[src/dpvc_pkg.sv]
// Shared types and constants for the depth pixel voxel carving block.
`default_nettype none
package dpvc_pkg;

    // Input action codes
    localparam logic [1:0] ACT_CLEAR = 2'd0;
    localparam logic [1:0] ACT_INTEG = 2'd1;
    localparam logic [1:0] ACT_READ  = 2'd2;

    // Configuration register indexes
    localparam logic [2:0] CFG_IFX  = 3'd0;
    localparam logic [2:0] CFG_IFY  = 3'd1;
    localparam logic [2:0] CFG_CCOL = 3'd2;
    localparam logic [2:0] CFG_CROW = 3'd3;
    localparam logic [2:0] CFG_CW   = 3'd4;
    localparam logic [2:0] CFG_CH   = 3'd5;
    localparam logic [2:0] CFG_CD   = 3'd6;
    localparam logic [2:0] CFG_OFF  = 3'd7;

    // Cell codes
    localparam logic [1:0] CELL_UNKNOWN  = 2'd0;
    localparam logic [1:0] CELL_EMPTY    = 2'd1;
    localparam logic [1:0] CELL_OBSTACLE = 2'd2;

    // Datapath widths: Q.20 coordinates and axis numerators
    localparam int QXW = 48;
    localparam int NW  = 50;
    localparam int FRAC = 20;

    typedef enum logic [1:0] {
        OP_NOP,
        OP_CLEAR,
        OP_INTEG,
        OP_READ
    } t_op;

    typedef struct packed {
        logic [19:0]        ifx;
        logic [19:0]        ify;
        logic [9:0]         ccol;
        logic [9:0]         crow;
        logic [9:0]         cw;
        logic [9:0]         ch;
        logic [9:0]         cd;
        logic signed [11:0] off;
    } t_cfg;

    typedef struct packed {
        t_op                op;
        logic signed [10:0] dc;
        logic signed [10:0] dr;
        logic [13:0]        depth;
        logic [12:0]        addr;
    } t_cmd;

    typedef struct packed {
        logic [1:0] cell_state;
        logic       hit;
    } t_res;

endpackage
`default_nettype wire

[src/dpvc_fifo.sv]
// Small register queue used between stages and at the result side.
`default_nettype none
module dpvc_fifo #(
    parameter int W = 8,
    parameter int D = 2
) (
    input  wire logic         i_clk,
    input  wire logic         i_rst_n,
    input  wire logic         i_push,
    input  wire logic [W-1:0] i_data,
    input  wire logic         i_pop,
    output logic      [W-1:0] o_data,
    output logic              o_full,
    output logic              o_empty
);
    localparam int PW = (D > 1) ? $clog2(D) : 1;
    localparam int CW = $clog2(D + 1);

    logic [W-1:0]  r_mem [D];
    logic [PW-1:0] r_wp, r_rp;
    logic [CW-1:0] r_cnt;
    logic          do_push, do_pop;

    assign o_full  = (r_cnt == CW'(D));
    assign o_empty = (r_cnt == '0);
    assign o_data  = r_mem[r_rp];
    assign do_push = i_push && !o_full;
    assign do_pop  = i_pop && !o_empty;

    always_ff @(posedge i_clk) begin
        if (!i_rst_n) begin
            r_wp  <= '0;
            r_rp  <= '0;
            r_cnt <= '0;
        end else begin
            if (do_push) begin
                r_wp <= (r_wp == PW'(D - 1)) ? '0 : r_wp + 1'b1;
            end
            if (do_pop) begin
                r_rp <= (r_rp == PW'(D - 1)) ? '0 : r_rp + 1'b1;
            end
            if (do_push && !do_pop) begin
                r_cnt <= r_cnt + 1'b1;
            end else if (do_pop && !do_push) begin
                r_cnt <= r_cnt - 1'b1;
            end
        end
        if (do_push) begin
            r_mem[r_wp] <= i_data;
        end
    end
endmodule
`default_nettype wire

[src/dpvc_front.sv]
// Front end: accepts items, classifies the action and queues commands.
`default_nettype none
module dpvc_front #(
    parameter int CELLS = 8192
) (
    input  wire logic             i_clk,
    input  wire logic             i_rst_n,
    input  wire logic             i_push,
    input  wire logic [1:0]       i_action,
    input  wire logic [9:0]       i_pixel_col,
    input  wire logic [9:0]       i_pixel_row,
    input  wire logic [13:0]      i_depth_mm,
    input  wire logic             i_depth_valid,
    input  wire logic [12:0]      i_cell_index,
    input  wire dpvc_pkg::t_cfg   i_cfg,
    output logic                  o_full,
    input  wire logic             i_pop,
    output dpvc_pkg::t_cmd        o_cmd,
    output logic                  o_empty
);
    dpvc_pkg::t_cmd cmd;

    always_comb begin
        cmd.dc    = $signed({1'b0, i_pixel_col}) - $signed({1'b0, i_cfg.ccol});
        cmd.dr    = $signed({1'b0, i_pixel_row}) - $signed({1'b0, i_cfg.crow});
        cmd.depth = i_depth_mm;
        cmd.addr  = i_cell_index;
        case (i_action)
            dpvc_pkg::ACT_CLEAR: cmd.op = dpvc_pkg::OP_CLEAR;
            dpvc_pkg::ACT_INTEG: cmd.op = i_depth_valid ? dpvc_pkg::OP_INTEG
                                                        : dpvc_pkg::OP_NOP;
            // out-of-grid reads return unknown without touching memory
            dpvc_pkg::ACT_READ:  cmd.op = (32'(i_cell_index) < CELLS) ? dpvc_pkg::OP_READ
                                                                      : dpvc_pkg::OP_NOP;
            default:             cmd.op = dpvc_pkg::OP_NOP;
        endcase
    end

    dpvc_fifo #(.W($bits(dpvc_pkg::t_cmd)), .D(2)) u_cmdq (
        .i_clk   (i_clk),
        .i_rst_n (i_rst_n),
        .i_push  (i_push),
        .i_data  (cmd),
        .i_pop   (i_pop),
        .o_data  (o_cmd),
        .o_full  (o_full),
        .o_empty (o_empty)
    );
endmodule
`default_nettype wire

[config.mk]
export PLATFORM = sky130hd
export DESIGN_NAME = dpvc_front
export DESIGN_NICKNAME = d
export VERILOG_FILES = /design/src/dpvc_pkg.sv /design/src/dpvc_fifo.sv /design/src/dpvc_front.sv
export SDC_FILE = /design/constraint.sdc
export NUM_CORES = 1
export LEC_CHECK = 0
export BUFFER_PORTS_ARGS = -buffer_cell sky130_fd_sc_hd__buf_2
export CORE_AREA = 5 5 115 96
export DETAILED_ROUTE_END_ITERATION = 8
export DIE_AREA = 0 0 120 101
export PLACE_DENSITY = 0.83
export RECOVER_POWER = 100
export SYNTH_ARGS = -nofsm -noshare
export SYNTH_HDL_FRONTEND = slang
export SYNTH_HIERARCHICAL = 1
export SYNTH_SLANG_ARGS = --single-unit
export TNS_END_PERCENT = 50
[constraint.sdc]
create_clock -name i_clk -period 5.24 [get_ports i_clk]
set_input_delay 0.262 -clock i_clk [delete_from_list [all_inputs] [get_ports i_clk]]
set_output_delay 0.262 -clock i_clk [all_outputs]
set_load 0.05 [all_outputs]
After elaboration in Yosys (flattened, before gate mapping)
Memory sizes are Yosys's and may differ from the RTL's. A register that Yosys moved wholly into a read port is not among the register bits.
Index checks and enable logic that the tools add are counted.

storage, ports and cells
  register bits = 4
  RAM bits = 102
  input port bits = 156
  output and inout bits = 53
  logic and storage cells = 34
  memories kept = 1

cells by class
  add/sub/neg operators = 6
  eq/ne operators = 3
  muxes and demuxes = 10
  reduce and logical (&&, ||, !) cells = 11

memories
  name          depth  bits a word  rd ports  clocked after memory_dff  wr ports  line             RTL
  u_cmdq.r_mem  2      51           1         1                         1         dpvc_fifo.sv:19  logic [W-1:0] r_mem [D];

operator list
  cell                 count
  $sub 10x10->11       2
  $mux 1               6
  $mux 2               3
  $pmux 2 s3           1
  $eq 2x2->1 const B   2
  $logic_and 1x1->1    4
  $logic_not 1->1      4
  $logic_not 2->1      2
  $add 1x1->1 const B  2
  $add 2x1->2 const B  1
  $eq 2x1->1 const B   1
  $reduce_bool 2->1    1
  $sub 2x1->2 const B  1

Longest topological paths before layout
  depth in word-level cells = 7
  mapped depth = 9
  gate-level depth less buffers = 9

Cells and area by module
Netlist, hierarchy kept.

by module, submodules not included
  module      times used  cells an instance  area an instance (µm²)  sequential area each (µm²)
  dpvc_fifo   1           184                3,901.2                 3,163.0
  dpvc_front  1           130                932.1                   0.0

Worst setup path before layout
OpenSTA, ideal clock, no wires.

  path type = register -> register
  from = register u_cmdq.r_cnt[0]
  to = memory u_cmdq/r_mem[0][0] (netlist name), enable pin
  library setup time = 452 ps
  data arrival time = 2,714 ps
  required time = 4,788 ps
  setup slack = 2,074 ps
  cell stages (with the launch flop) = 4
  path buffers = 0
  clock period less this slack = 3,166 ps
  cells stage by stage = dfxtp_1 > nand2b_1 > inv_2 > nor3_2

on the way
  word-level cells in the longest chain between the ends = 5

ends and longest elaborated chain
  item                          line              RTL
  from (decl)                   dpvc_fifo.sv:21   logic [CW-1:0] r_cnt;
  from (signal assigned)        dpvc_fifo.sv:43   r_cnt <= r_cnt + 1'b1;
  from (signal assigned)        dpvc_fifo.sv:45   r_cnt <= r_cnt - 1'b1;
  $eq 2x2->1                    dpvc_fifo.sv:24   assign o_full = (r_cnt == CW'(D));
  via o_full                    dpvc_front.sv:16  output logic o_full,
  $logic_not 1->1               dpvc_fifo.sv:27   assign do_push = i_push && !o_full;
  $logic_and 1x1->1             dpvc_fifo.sv:27
  $mux 1                        dpvc_fifo.sv:48   if (do_push) begin
  $mux 1 (not written as such)  dpvc_fifo.sv:49   r_mem[r_wp] <= i_data;
  to (decl)                     dpvc_fifo.sv:19

The timed path passes the listed nets, and every way through them passes these cells.

Worst setup path after layout
  from = register u_cmdq.r_cnt[0]
  to = memory u_cmdq/r_mem[1][38] (netlist name), enable pin

on the way
  word-level cells in the longest chain between the ends = 5

ends and longest elaborated chain
  item                          line
  $eq 2x2->1                    dpvc_fifo.sv:24
  $logic_not 1->1               dpvc_fifo.sv:27
  $logic_and 1x1->1             dpvc_fifo.sv:27
  $mux 1                        dpvc_fifo.sv:48
  $mux 1 (not written as such)  dpvc_fifo.sv:49

No other way between the ends.

==> flow_summary.toml <==
[run_status]
status = "finished with violations"
violations = "capacitance limit, slew limit"

[clock_network]
insertion_delay_ps = 340
clkTransAtPathRegs_ps = 70
cts_root_buf = "clkbuf_16"
numCtsBuffers = 9
ctsResizeCount = 0
post_cts_buffers = 0
clk_path_buf_depth = 2
ctsHoldBuffers = 0
cts_tree = "yes"
cts.sinks = 107
cts.htree.levels = 3

[sta]
final_max_slew_viol_count = 52
finalClockSkew_ps = 4.46
fin_setup_tns_ps = 0
setup_viol = 0
hold_viol = 0
rsz0062_at_grt = "false"
fmaxAchievable_mhz = 300
tightest_slew_ps = 2990
relSlewSlack_pct = -99.0
worst_slack_ps = 1910
fin_crit_sh_pct = 63.6
min_period_ps = 3330

[routing]
wl_per_cell_um = 16.4
drt_wl_total_um = 9410
drc = 0
ant_nets = 0
vias = 2967
drt_iter0_markers = 222
drtPass1Iterations = 4
via_per_inst = 5.16

[logic_synthesis]
synth_top_family_by_area = "multiplexers"
synth_cell_types = 41
synth-compound-area-share_pct = 6.34
mappedNetlistArea_mm2 = 0.00483
synth_seq_cells = 107
synthMuxAreaShare_pct = 11.9
syn_avg_cell_area_um2 = 15.4
synth-seq-area-share_pct = 65.4
async_reset_ff_share_pct = 0
syn_inst = 314
synth_xor_area_share_pct = 3.08
synth_edf_count = 102
yosys_warnings = 6
syn_nets = 493
synthAdderAreaFrac_pct = 6.26
synth-simple-area-share_pct = 4.12
synth-main-ff-cell = "edfxtp_1"

[critical_path]
crit_start = "u_cmdq/r_cnt[0]"
cp_top_family = "buffers and inverters"
worst-r2r-setup-slack_ps = 1910
crit_path_top_delay_cell = "clkbuf_1"
r2r_end = "u_cmdq/r_mem[1][38]"
end_kind = "flip-flop"
cp.required_ps = 5130
worst-path-stages = 3
r2r_cells = 3
start_kind = "flip-flop"
slowest_delay_ps = 2090
critPathMaxFanout = 51
r2r_start = "u_cmdq/r_cnt[0]"
worstSetupPathType = "flip-flop to flip-flop"
cp.arrival_ps = 3220
path_buf_inv = 1
crit_path_cell_trace = "nand2b_1 -> and3_2 -> clkbuf_1"

[worst_hold_path]
min_path_cells = 1
worstHoldEndpoint = "u_cmdq/r_mem[0][7]"
min_from = "i_cell_index[7]"
hp-class = "input port to flip-flop"

[layout]
syn_to_final_growth_pct = 20.1
layout_common_cells = "edfxtp_1 (102), clkbuf_1 (72), buf_2 (55)"
multiInputGateArea_mm2 = 0.00151
drive_gt1_share_pct = 28.5
nets = 627
n_fill_cell = 819
final_common_cell = "edfxtp_1"
n_antenna_cell = 0
regArea_mm2 = 0.00316

[floorplanning]
die_area_mm2 = 0.0121
die_x_um = 120
rows = 33
start_util_pct = 49.0
die_y_um = 101
ios = 209
core-area_mm2 = 0.00987

[place]
portBuffers = 126
dp_hpwl_um = 6630
gp_congestion = 0.824
pre_cts_ws_ps = 3090

[global_routing]
track_usage_pct = 16.2
overflow = 0
grt_pass1_vias = 3241
grt_max_degree = 53
grt_pass1_wl_um = 15500
antenna_found_initial = 0

[flow_run]
maxCapViolCount = 1

[power]
p_per_area_mw_per_mm2 = 507
vdd_drop_max_v = 0.000209
leakage_nw = 2.21
## worst max-delay path by stage
stage / slack [ps] / to
CTS: 3090 / o_cmd[4]
detailed placement: 3090 / u_cmdq/r_mem[0][37]
floorplan: 2070 / u_cmdq/r_mem[0][0]
global placement: 3130 / u_cmdq/r_mem[0][37]
finish: 1910 / u_cmdq/r_mem[1][38]
global route: 1620 / u_cmdq/r_mem[1][14]
## kinds of logic (layout without fill, tap and decap cells)
kind of cell / after synthesis / in the layout
fa+ha+maj: 23 / 23
flops: 107 / 107
mux: 51 / 51
simple gates: 34 / 34
xor+xnor: 17 / 17
buf+inv: 35 / 174
compound gates: 47 / 47
## report_power, final
group	internal [W]	leakage, nW	switching (W)
logic	0.000292	1.06	0.000829
registers	0.00111	0.993	0.0000345
clock network	0.000379	0.153	0.000300
## area by class of cell
| type | instances | area share (%) |
|---|---|---|
| clock buffer | 9 | 3.88 |
| clock inverter | 7 | 1.40 |
| inverter | 29 | 1.87 |
| multi-input combinational | 172 | 26.1 |
| sequential | 107 | 54.5 |
| tap | 122 | 2.63 |
| timing repair buffer | 129 | 9.66 |
## state kept, by name, summed over array words and instances, names as in the netlist, named ones only
register and flops:
u_cmdq/r_rp 1, u_cmdq/r_mem 102, u_cmdq/r_cnt 2, u_cmdq/r_wp 1
## worst reg2reg max path, stage by stage (launching register included)
cell,delay [ps]
dfxtp_1,410
nand2b_1,160
and3_2,180
clkbuf_1,2090
## stage by stage
stage,hold slack (ps),instance area [um^2],utilization [%],std cells,power [W]
floorplan,361,4830,-,314,0.00208
global placement,449,5620,56.9,559,0.00231
detailed placement,454,5620,56.9,559,0.00233
CTS,98.6,5920,60.0,575,0.00302
global route,95.2,5810,58.8,575,0.00308
finish,112,5810,58.8,575,0.00294
## Yosys cell counts (all sizes together), types with 3 or more instances
cell / instances / area (um^2)
edfxtp: 102 / 3060
and2: 3 / 18.8
a21oi: 15 / 78.8
a21o: 4 / 31.3
o21ai: 13 / 65.1
o21a: 3 / 22.5
and3: 3 / 18.8
nor2b: 4 / 25.0
mux2: 51 / 574
buf: 6 / 30.0
dfxtp: 5 / 100
ha: 21 / 263
nor3: 3 / 20.0
xnor2: 9 / 78.8
nand2b: 3 / 18.8
xor2: 8 / 70.1
nand2: 3 / 13.8
inv: 29 / 109
nor2: 5 / 18.8
## layer usage
metal	share of wire (%)	wire, um	global-route usage (%)	vias to the layer above
met5	0	0	0	-
met4	1.7	162	6.07	0
met3	5.6	527	3.20	14
met2	50	4690	28.7	92
met1	43	4030	19.6	1413
li1	-	-	-	1448
No activity file was read; power rests on OpenSTA's default activity.
