[config.mk]
export PLATFORM = sky130hd
export DESIGN_NAME = dpvc_fifo
export DESIGN_NICKNAME = d
export VERILOG_FILES = /design/src/dpvc_fifo.sv
export SDC_FILE = /design/constraint.sdc
export NUM_CORES = 1
export LEC_CHECK = 0
export BUFFER_PORTS_ARGS = -buffer_cell sky130_fd_sc_hd__buf_2
export CORE_MARGIN = 10
export CORE_UTILIZATION = 35
export DETAILED_ROUTE_END_ITERATION = 8
export SLEW_MARGIN = 30
export SYNTH_ARGS = -nofsm -noshare
export SYNTH_HDL_FRONTEND = slang
export SYNTH_SLANG_ARGS = --single-unit
[constraint.sdc]
create_clock -name i_clk -period 1.65 [get_ports i_clk]
set_input_delay 0.0825 -clock i_clk [delete_from_list [all_inputs] [get_ports i_clk]]
set_output_delay 0.0825 -clock i_clk [all_outputs]
set_load 0.05 [all_outputs]
[src/dpvc_fifo.sv]
// Small register queue used between stages and at the result side.
`default_nettype none
module dpvc_fifo #(
    parameter int W = 8,
    parameter int D = 2
) (
    input  wire logic         i_clk,
    input  wire logic         i_rst_n,
    input  wire logic         i_push,
    input  wire logic [W-1:0] i_data,
    input  wire logic         i_pop,
    output logic      [W-1:0] o_data,
    output logic              o_full,
    output logic              o_empty
);
    localparam int PW = (D > 1) ? $clog2(D) : 1;
    localparam int CW = $clog2(D + 1);

    logic [W-1:0]  r_mem [D];
    logic [PW-1:0] r_wp, r_rp;
    logic [CW-1:0] r_cnt;
    logic          do_push, do_pop;

    assign o_full  = (r_cnt == CW'(D));
    assign o_empty = (r_cnt == '0);
    assign o_data  = r_mem[r_rp];
    assign do_push = i_push && !o_full;
    assign do_pop  = i_pop && !o_empty;

    always_ff @(posedge i_clk) begin
        if (!i_rst_n) begin
            r_wp  <= '0;
            r_rp  <= '0;
            r_cnt <= '0;
        end else begin
            if (do_push) begin
                r_wp <= (r_wp == PW'(D - 1)) ? '0 : r_wp + 1'b1;
            end
            if (do_pop) begin
                r_rp <= (r_rp == PW'(D - 1)) ? '0 : r_rp + 1'b1;
            end
            if (do_push && !do_pop) begin
                r_cnt <= r_cnt + 1'b1;
            end else if (do_pop && !do_push) begin
                r_cnt <= r_cnt - 1'b1;
            end
        end
        if (do_push) begin
            r_mem[r_wp] <= i_data;
        end
    end
endmodule
`default_nettype wire

== Word level (Yosys, flattened, before mapping) ==
Memory sizes are Yosys's and may differ from the RTL's. A register that Yosys moved wholly into a read port is not among the register bits.
Index checks and enable logic that the tools add are counted.
Cells by class
  add/subtract/negate cells: 4
  eq/ne operators: 1
  mux-type cells: 8
  reduce and logical (&&, ||, !) cells: 10
Operators by type and width (number)
  two-way mux 1 bit: 6
  logical AND 1 bit: 4
  zero test 1 bit: 4
  two-way mux 2 bit: 2
  adder 1 bit (second input constant): 2
  adder 2 x 1 -> 2 bit (second input constant): 1
  equality test 2 bit (second input constant): 1
  zero test 2 bit: 1
  nonzero test 2 bit: 1
  subtractor 2 x 1 -> 2 bit (second input constant): 1
Word-level totals
  register bits: 4
  bits in writable memories: 16
  logic and storage cells: 27
  memories: 1
Memories
  r_mem: depth 2, bits a word 8, read ports 1, clocked after Yosys merged registers in 1, wr ports 1, RTL line 19  | logic [W-1:0] r_mem [D];

== Depth between registers and ports, before layout ==
Gate-level depths: netlist (run 1).
  depth in word-level cells: 7
  mapped depth: 7
  depth with buffers taken out: 7

== Worst setup path before layout (run 1) ==
Ideal clock, no wire load.
  path kind: reg-to-reg
  from: reg r_cnt[0]
  to: reg r_cnt[1]
  arrival time: 1.559 ns
  data required time: 1.580 ns
  slack: 0.021 ns
  cell stages (with the launch flop): 7
  path buffers: 0
  cells stage by stage: dfxtp_1 nand2b_1 inv_2 nor2_1 ha_1 or3_1 a21boi_1
Between the ends
  longest elaborated chain between the ends: 6
  elaborated cells between the ends (all ways): 15
  classes of those cells: add/sub (2); eq/ne (1); mux (2); reduce/logical (10)
RTL lines
  start, declared: RTL line 21  | logic [CW-1:0] r_cnt;
  start signal, assigned: RTL line 43  | r_cnt <= r_cnt + 1'b1;
  start signal, assigned: RTL line 45  | r_cnt <= r_cnt - 1'b1;
  equality test 2 bit (*): RTL line 24  | assign o_full = (r_cnt == CW'(D));
  net o_full: RTL line 13  | output logic o_full,
  zero test 1 bit (*): RTL line 27  | assign do_push = i_push && !o_full;
  logical AND 1 bit (*): RTL line 27
  zero test 1 bit: RTL line 44  | end else if (do_pop && !do_push) begin
  logical AND 1 bit: RTL line 44
  nonzero test 2 bit (no line)
Mark *: on every way through the listed nets, which the timed path passes. The rest lies on a longest branch. The select of a mux whose other input is x is not followed.
A chain may end at the register's enable or synchronous reset.

==> out/metrics.yaml, run 1 <==
run_status:
  status: "complete, no violations"
layout:
  fill_cells: 206
  layout_common_cells: "buf_2 (21), edfxtp_1 (16), mux2_2 (8), dlygate4sd3_1 (8), dfxtp_1 (4)"
  drive_gt1_share_pct: 44.0
  final_cells: 112
  finalNetCount: 98
  final_common_cell: "buf_2"
  fin_util_pct: 48.2
  area.growth.synth_to_final_pct: 31.8
  antenna_cells: 0
detailed_routing:
  drc_errors: 0
  drt_iter0_drc: 10
  postRouteAntennaNets: 0
  routed-via-count: 497
  wl_per_cell_um: 12.5
  drt_wl_total_um: 1400
  vias_per_cell: 4.44
  first_pass_iters: 3
cts:
  post-cts-setup-buffer-count: 0
  cts-root-buf: "clkbuf_4"
  cts_buffers: 3
  cts_sinks: 21
  clkTransAtPathRegs_ps: 100
  h-tree-depth: 1
  cts_tree: "built"
  insertion_delay_ps: 290
  cts_buffer_depth: 2
placed_design:
  hpwl_um: 1060
  dp_worst_setup_slack_ps: 89.4
  io_buffers: 21
  place.gp.congestion: 0.679
  place_inst: 100
hold_path:
  hold_end: "r_wp"
  min-delay-start: "i_rst_n"
  holdPathStages: 2
  holdCritPathClass: "primary input to register"
yosys:
  synth_top_family_by_area: "multiplexers"
  synth_cell_types: 20
  yosysWarnings: 0
  synth_compound_area_share_pct: 4.02
  synth_xor_area_share_pct: 3.25
  ys_seq_area_share_pct: 71.7
  synth_cells: 50
  syn_area_per_cell_um2: 16.2
  synth_nets: 63
  ys_seq_elements: 21
  syn_area_um2: 810
  synth_fa_ha_area_share_pct: 1.55
  yosys.area_share.simple_pct: 6.80
  muxShareOfSynthArea_pct: 11.1
timing:
  fin_setup_tns_ps: 0
  setup_viol: 0
  max-slew-margin-rel_pct: 73.7
  hold_viol: 0
  drv_slew: 0
  skew_ps: 1.23
  fmax_mhz: 652
  fin_crit_ps: 1530
  fin_crit_sh_pct: 93.0
  tightest_slew_ps: 394
  timing.final.ws_setup_ps: 115
  rsz0062_at_grt: "false"
global_routing:
  antenna_found_initial: 0
  grt_pass1_wl_um: 2120
  grtUsageTotal_pct: 6.15
  grt_max_degree: 12
  grt_pass1_vias: 521
  gr-total-overflow: 0
critical_path:
  worstPathArrival_ps: 1450
  path_max_fanout: 8
  r2r_start: "r_cnt[0]"
  r2r-end: "r_cnt[1]"
  worst-r2r-cell-count: 6
  path_class: "register to primary output"
  end_kind: "primary output"
  cp-start-kind: "register"
  ff2ff_setup_slack_ps: 120
  required_ps: 1570
power:
  finalPower_w: 0.00174
  vdd_ir_drop_max_uv: 949
  p_leak_nw: 0.423
  p_per_area_nw_per_um2: 1630
floorplan:
  core_area_um2: 2210
  die_w_um: 68.1
  num_rows: 17
  die_h_um: 68.1
  start_util_pct: 36.6
  die_area_um2: 4640
  io_pins: 22
job:
  cap_violations: 0
[power breakdown]
part	leakage [nW]	internal, W	switching (W)	total, W
Sequential	0.191	0.000677	0.0000712	0.000748
Combinational	0.217	0.000259	0.000496	0.000754
Clock	0.0150	0.0000940	0.000139	0.000233
Total	0.423	0.00103	0.000706	0.00174
[worst max path at each step]
stage	start	end	slack, ps	cells after the start
after CTS	r_cnt[0]	r_cnt[1]	50	6
after floorplan	r_cnt[0]	r_cnt[1]	20	6
after global placement	r_cnt[0]	r_cnt[1]	160	6
after global routing	register	o_data[2]	6	2
after detailed placement	r_cnt[0]	r_cnt[1]	90	6
final	register	o_data[2]	120	2
[area by class of cell]
cell class	instances	area (µm²)	share of cell area [%]
repair buffers	31	200	18.8
multi-input cells	26	216	20.3
inverters	2	7.51	0.703
clock buffers	4	26.3	2.46
well taps	28	35.0	3.28
flip-flops and latches	21	582	54.5
[Yosys cell counts]
library cell | number | area, µm²
edfxtp_1 | 16 | 480
mux2_2 | 8 | 90.1
dfxtp_1 | 5 | 100
and2_1 | 3 | 18.8
nor2_1 | 2 | 7.51
xnor2_1 | 2 | 17.5
a21boi_0 | 1 | 7.51
a21boi_1 | 1 | 7.51
and3_1 | 1 | 6.26
buf_2 | 1 | 5.00
ha_1 | 1 | 12.5
inv_1 | 1 | 3.75
inv_2 | 1 | 3.75
nand2b_1 | 1 | 6.26
nor3_2 | 1 | 10.0
o21a_1 | 1 | 7.51
o21ai_0 | 1 | 5.00
o21ai_1 | 1 | 5.00
or3_1 | 1 | 6.26
xor2_1 | 1 | 8.76
[metal layers]
| layer | vias up | routed length, µm | track usage, % |
|---|---|---|---|
| met3 | 2 | 190 | 3.26 |
| met1 | 226 | 578 | 6.86 |
| met4 | 0 | 10 | 3.77 |
| li1 | 251 | - | - |
| met2 | 18 | 621 | 9.07 |
| met5 | - | 0 | 0 |
[sequential cells by signal, summed over array words and instances (netlist names), named ones only]
| register | cells |
|---|---|
| r_cnt | 2 |
| r_mem | 16 |
| r_rp | 1 |
| r_wp | 1 |
[cell families (layout without fill, tap and decap cells)]
family                   count (synthesis)  after routing
flip-flops                              21             21
AND/OR/NAND/NOR                          9              9
multiplexers                             8              8
AO/OA/AOI/OAI                            5              5
XOR/XNOR                                 3              3
buffers and inverters                    3             37
adder cells (fa/ha/maj)                  1              1
[what timing repair did]
action / CTS / global route
setup endpoints to repair: 0 / 1
endpoints found under the hold margin: 16 / 0
gates resized for setup: 0 / 1
hold buffers: 8 / 0
[metrics by stage]
| stage | area [µm²] | hold slack [ps] |
|---|---|---|
| 6_report | 1070 | 45.4 |
| 2_1_floorplan | 810 | 181 |
| 3_5_place_dp | 960 | 275 |
| 3_3_place_gp | 960 | 271 |
| 5_1_grt | 1070 | 34.6 |
| 4_1_cts | 1070 | 40.4 |
[critical path, stage by stage, from the launching register on]
cell and delay, ps:
dfxtp_1 560, mux2_2 390, buf_2 210
Note: power is estimated with default switching activity, not from simulation.
==> run 2: changes to the inputs <==
- CORE_MARGIN: 10 -> 3
==> out/metrics.yaml, run 2 (synthesized netlist as in run 1, its figures left out) <==
detailed_routing:
  vias_per_cell: 4.30  # was 4.44
  postRouteAntennaNets: 0  # unchanged
  drt_wl_total_um: 1250  # was 1400 µm
  first_pass_iters: 3  # unchanged
  wl_per_cell_um: 11.4  # was 12.5 µm
  drc_errors: 0  # unchanged
  drt_iter0_drc: 3  # was 10
  routed-via-count: 473  # was 497
timing:
  hold_viol: 0  # unchanged
  fin_crit_ps: 1510  # was 1530 ps
  max-slew-margin-rel_pct: 74.7  # was 73.7%
  rsz0062_at_grt: "false"  # unchanged
  fin_crit_sh_pct: 91.6  # was 93.0%
  setup_viol: 0  # unchanged
  fin_setup_tns_ps: 0  # unchanged
  drv_slew: 0  # unchanged
  fmax_mhz: 662  # was 652 MHz
  skew_ps: 0.799  # was 1.23 ps
  tightest_slew_ps: 380  # was 394 ps
  timing.final.ws_setup_ps: 139  # was 115 ps
power:
  p_per_area_nw_per_um2: 1610  # was 1630 nW/µm²
  vdd_ir_drop_max_uv: 700  # was 949 µV
  p_leak_nw: 0.418  # was 0.423 nW
global_routing:
  gr-total-overflow: 0  # unchanged
  grt_pass1_wl_um: 1990  # was 2120 µm
  grtUsageTotal_pct: 10.0  # was 6.15%
  antenna_found_initial: 0  # unchanged
  grt_pass1_vias: 474  # was 521
  grt_max_degree: 12  # unchanged
layout:
  antenna_cells: 0  # unchanged
  largest_reg_flops: 16  # unchanged
  final_common_cell: "buf_2"  # unchanged
  reg_top3: "r_mem x16, r_cnt x2"  # unchanged
  drive_gt1_share_pct: 43.4  # was 44.0%
  finalNetCount: 97  # was 98
  largest-register: "r_mem"  # unchanged
  layout_common_cells: "buf_2 (21), edfxtp_1 (16), mux2_2 (8), dlygate4sd3_1 (8), dfxtp_1 (4)"  # unchanged
  area.growth.synth_to_final_pct: 30.8  # was 31.8%
critical_path:
  critPathSlowestCell: "dfxtp_2"  # was dfxtp_1
  path_class: "register to register"  # was register to primary output
  worst_path_largest_cell_delay_ps: 360  # was 560 ps
  cp-start-kind: "register"  # unchanged
  worstPathArrival_ps: 1740  # was 1450 ps
  end_kind: "register"  # was primary output
  path_max_fanout: 5  # was 8
  required_ps: 1880  # was 1570 ps
  cp_cell_sequence: "nand2b_1 -> inv_2 -> nor2_1 -> ha_1 -> or3_1 -> a21boi_1"  # was mux2_2 -> buf_2
floorplan:
  num_rows: 16  # was 17
  die_h_um: 54.1  # was 68.1 µm
  die_area_um2: 2930  # was 4640 µm²
  start_util_pct: 38.9  # was 36.6%
  io_pins: 22  # unchanged
  core_area_um2: 2080  # was 2210 µm²
  die_w_um: 54.1  # was 68.1 µm
cts:
  post-cts-setup-buffer-count: 0  # unchanged
  clkTransAtPathRegs_ps: 100  # about the same
  cts_tree: "built"  # unchanged
  cts_buffer_depth: 2  # unchanged
  cts_sinks: 21  # unchanged
  cts_buffers: 3  # unchanged
  cts-root-buf: "clkbuf_4"  # unchanged
  insertion_delay_ps: 290  # about the same
  h-tree-depth: 1  # unchanged
placed_design:
  dp_worst_setup_slack_ps: 95.9  # was 89.4 ps
  place.gp.congestion: 0.737  # was 0.679
  hpwl_um: 855  # was 1060 µm
  io_buffers: 21  # unchanged
run_status:
  status: "complete, no violations"  # unchanged
hold_path:
  holdCritPathClass: "primary input to register"  # unchanged
job:
  cap_violations: 0  # unchanged
run 2: cell type report:
class | instances | area, µm²
tap | 27 | 33.8
sequential | 21 | 582
clock buffer | 4 | 26.3
fill | 191 | 1020
timing repair buffer | 30 | 193
multi-input combinational | 26 | 216
inverter | 2 | 7.51
run 2: layer usage:
metal	GRT usage [%]	vias up	wire [µm]
met5	0	-	0
met4	6.22	0	9
met3	2.22	2	70
met2	14.9	13	560
met1	13.1	208	609
li1	-	250	-
run 2: what timing repair did:
action | CTS | global route
hold buffers | 8 | 0
resized for setup | 0 | 1
endpoints found under the setup margin | 0 | 1
endpoints found under the hold margin | 16 | 0
run 2: power by group:
| part | total, W | internal (W) | switching (W) | leakage [nW] |
|---|---|---|---|---|
| combinational | 0.000733 | 0.000251 | 0.000482 | 0.212 |
| clock | 0.000230 | 0.0000938 | 0.000136 | 0.0150 |
| sequential | 0.000747 | 0.000677 | 0.0000702 | 0.191 |
run 2: worst paths after layout:
| check | startpoint | end | slack [ps] | cells past startpoint |
|---|---|---|---|---|
| hold reg to reg | r_cnt[1] | r_cnt[1] | 540 | 2 |
| setup reg to reg | r_cnt[0] | r_cnt[1] | 140 | 6 |
| hold / removal | i_rst_n | r_wp | 50 | 2 |
| setup / recovery | r_cnt[0] | r_cnt[1] | 140 | 6 |
run 2: worst max-delay path: cells and delay by family, from the launching register on:
family / cells / cell delay (ps)
buf+inv: 1 / 80
fa+ha+maj: 1 / 310
simple gates: 3 / 570
flops: 1 / 360
compound gates: 1 / 130
run 2: through the flow:
stage / power [W] / instance area (µm²) / cells / utilization [%] / hold slack, ps
after floorplan: 0.00133 / 810 / 50 / - / 181
after global placement: 0.00148 / 951 / 98 / 45.7 / 270
after detailed placement: 0.00148 / 951 / 98 / 45.7 / 276
after CTS: 0.00174 / 1060 / 110 / 50.8 / 33.8
after global routing: 0.00182 / 1060 / 110 / 50.8 / 37.2
final: 0.00171 / 1060 / 110 / 50.8 / 45.9
==> run 3: changes to the inputs <==
- ABC_AREA: default -> 1
==> out/metrics.yaml, run 3 <==
run_status:
  status: "complete, no violations"  # unchanged
layout:
  area.growth.synth_to_final_pct: 33.1  # was 30.8%
  fill_cells: 218  # was 191
  drive_gt1_share_pct: 40.4  # was 43.4%
  layout_common_cells: "buf_2 (21), edfxtp_1 (16), nor2_1 (9)"  # was buf_2 (21), edfxtp_1 (16), mux2_2 (8), dlygate4sd3_1 (8), dfxtp_1 (4)
  final_common_cell: "buf_2"  # unchanged
  largest-register: "r_mem"  # unchanged
  finalNetCount: 113  # was 97
  largest_reg_flops: 16  # unchanged
  antenna_cells: 0  # unchanged
  reg_top3: "r_mem x16, r_cnt x2"  # unchanged
  multi_input_comb_area_um2: 206  # was 216 µm²
  ff_latch_area_um2: 581  # was 582 µm²
critical_path:
  r2r-end: "r_cnt[1]"  # unchanged
  cp-start-kind: "register"  # unchanged
  cp_cell_sequence: "mux2_2 -> buf_2"  # was nand2b_1 -> inv_2 -> nor2_1 -> ha_1 -> or3_1 -> a21boi_1
  required_ps: 1570  # was 1880 ps
  path_class: "register to primary output"  # was register to register
  worstPathArrival_ps: 1440  # was 1740 ps
  worst-r2r-cell-count: 9  # was 6
  ff2ff_setup_slack_ps: 230  # was 140 ps
  r2r_start: "r_cnt[1]"  # was r_cnt[0]
  worst_path_largest_cell_delay_ps: 560  # was 360 ps
  path_max_fanout: 8  # was 5
  end_kind: "primary output"  # was register
  critPathSlowestCell: "dfxtp_1"  # was dfxtp_2
yosys:
  yosys.area_share.simple_pct: 9.42  # was 6.80%
  synth_cells: 63  # was 50
  yosysWarnings: 0  # unchanged
  syn_area_per_cell_um2: 13.1  # was 16.2 µm²
  async_reset_ff_share_pct: 0  # unchanged
  yosysTopAreaCellShare_pct: 58.4  # was 59.4%
  synth_top_family_by_area: "multiplexers"  # unchanged
  muxShareOfSynthArea_pct: 10.9  # was 11.1%
  synth_cell_types: 15  # was 20
  synth_fa_ha_area_share_pct: 1.52  # was 1.55%
  yosys-top-cells-count: "edfxtp_1 (16), nor2_1 (10), inv_1 (8), mux2_2 (8), nand2_1 (6)"  # was edfxtp_1 (16), mux2_2 (8), dfxtp_1 (5)
  yosys.area.top_type: "edfxtp_1"  # unchanged
  ys_top_cells_by_area: "edfxtp_1 (58%), dfxtp_1 (12%), mux2_2 (11%)"  # was edfxtp_1 (59%), dfxtp_1 (12%), mux2_2 (11%)
  ys.flop_type: "edfxtp_1"  # unchanged
  syn_area_um2: 823  # was 810 µm²
  synth_most_common_cell: "edfxtp_1"  # unchanged
  synth_edf_count: 16  # unchanged
  synth_compound_area_share_pct: 2.89  # was 4.02%
  synth_nets: 76  # was 63
  synth_xor_area_share_pct: 0  # was 3.25%
  ys_seq_elements: 21  # unchanged
  ys_seq_area_share_pct: 70.5  # was 71.7%
cts:
  cts-root-buf: "clkbuf_4"  # unchanged
  clkTransAtPathRegs_ps: 110  # was 100 ps
  cts_sinks: 21  # unchanged
  insertion_delay_ps: 290  # about the same
  cts_buffers: 3  # unchanged
  cts_resized: 0  # unchanged
  cts_tree: "built"  # unchanged
  h-tree-depth: 1  # unchanged
  cts_buffer_depth: 2  # unchanged
  post-cts-setup-buffer-count: 0  # unchanged
hold_path:
  min-delay-start: "i_rst_n"  # unchanged
  holdCritPathClass: "primary input to register"  # unchanged
  hold_end: "r_cnt[1]"  # was r_wp
  holdPathStages: 3  # was 2
detailed_routing:
  postRouteAntennaNets: 0  # unchanged
  drt_iter0_drc: 8  # was 3
  drc_errors: 0  # unchanged
  first_pass_iters: 3  # unchanged
  vias_per_cell: 4.33  # was 4.30
  drt_wl_total_um: 1360  # was 1250 µm
  routed-via-count: 545  # was 473
  wl_per_cell_um: 10.8  # was 11.4 µm
placed_design:
  hpwl_um: 1040  # was 855 µm
  dp_worst_setup_slack_ps: 250  # was 95.9 ps
  io_buffers: 21  # unchanged
  place.gp.congestion: 0.790  # was 0.737
power:
  power.share.switching_pct: 41.4  # was 40.3%
  power_frac_clock_pct: 13.7  # was 13.4%
  p_sw_w: 0.000703  # was 0.000688 W
  seq_power_share_pct: 43.7  # about the same
  p_per_area_nw_per_um2: 1550  # was 1610 nW/µm²
  vdd_ir_drop_max_uv: 1170  # was 700 µV
  p_leak_nw: 0.462  # was 0.418 nW
  pwr-share-comb_pct: 42.6  # was 42.9%
  p_int_w: 0.000997  # was 0.00102 W
timing:
  tightest_slew_ps: 378  # was 380 ps
  timing.final.ws_setup_ps: 124  # was 139 ps
  max-slew-margin-rel_pct: 74.7  # about the same
  rsz0062_at_grt: "false"  # unchanged
  fin_crit_ps: 1530  # was 1510 ps
  fmax_mhz: 655  # was 662 MHz
  fin_setup_tns_ps: 0  # unchanged
  fin_crit_sh_pct: 92.5  # was 91.6%
  hold_viol: 0  # unchanged
  drv_slew: 0  # unchanged
  setup_viol: 0  # unchanged
  skew_ps: 3.78  # was 0.799 ps
floorplan:
  num_rows: 16  # unchanged
  die_w_um: 54.5  # was 54.1 µm
  die_h_um: 54.5  # was 54.1 µm
  start_util_pct: 39.5  # was 38.9%
  io_pins: 22  # unchanged
  die_area_um2: 2970  # was 2930 µm²
  core_area_um2: 2080  # unchanged
global_routing:
  gr-total-overflow: 0  # unchanged
  grt_max_degree: 12  # unchanged
  grt_pass1_vias: 503  # was 474
  grtUsageTotal_pct: 11.1  # was 10.0%
  antenna_found_initial: 0  # unchanged
  grt_pass1_wl_um: 2210  # was 1990 µm
job:
  cap_violations: 0  # unchanged
[run 3: layout make-up]
class / count / share of cell area [%]
timing repair buffer: 33 / 19.6
inverter: 9 / 3.08
clock buffer: 4 / 2.40
tap: 27 / 3.08
sequential: 21 / 53.0
multi-input combinational: 32 / 18.8
[run 3: cell families (layout without fill, tap and decap cells)]
family,count (synthesis),after routing
flops,21,21
simple gates,19,19
buf+inv,10,46
mux,8,8
compound gates,4,4
fa+ha+maj,1,1
[run 3: how the worst max path moves through the flow]
| stage | endpoint | slack, ps | cells past startpoint |
|---|---|---|---|
| after floorplan | r_cnt[1] | 100 | 9 |
| after global placement | r_cnt[1] | 270 | 9 |
| after detailed placement | r_cnt[1] | 250 | 9 |
| after CTS | o_data[4] | 90 | 2 |
| after global routing | o_data[3] | 20 | 2 |
| final | o_data[4] | 120 | 2 |
[run 3: timing repair]
action	in CTS	in global routing
endpoints found under the hold margin	16	0
hold buffers	8	0
endpoints found under the setup margin	0	0
[run 3: critical path, delay by kind of cell (launching register included)]
kind,cells,cell delay [ps]
mux,1,380
buf+inv,1,210
flops,1,560
[run 3: metal layers]
metal / part of all wire (%) / vias up / track usage (%)
met4: 0.95 / 0 / 6.22
met5: 0 / - / 0
met2: 48 / 13 / 17.3
met1: 44 / 241 / 13.3
li1: - / 289 / -
met3: 6.6 / 2 / 3.54
[run 3: stage by stage]
step / area (µm²) / cells / utilization [%] / power [W] / hold WS [ps]
2_1_floorplan: 826 / 63 / - / 0.00130 / 181
3_3_place_gp: 990 / 114 / 47.5 / 0.00146 / 271
3_5_place_dp: 990 / 114 / 47.5 / 0.00147 / 278
4_1_cts: 1100 / 126 / 52.6 / 0.00173 / 20.8
5_1_grt: 1100 / 126 / 52.6 / 0.00183 / 23.0
6_report: 1100 / 126 / 52.6 / 0.00170 / 33.4
[run 3: power by group through the flow]
stage,Clock [W],Combinational [W],Sequential [W]
after global routing,0.000284,0.000789,0.000756
after detailed placement,0,0.000716,0.000758
after floorplan,0,0.000577,0.000724
after global placement,0,0.000712,0.000750
final,0.000234,0.000724,0.000742
after CTS,0.000248,0.000733,0.000745
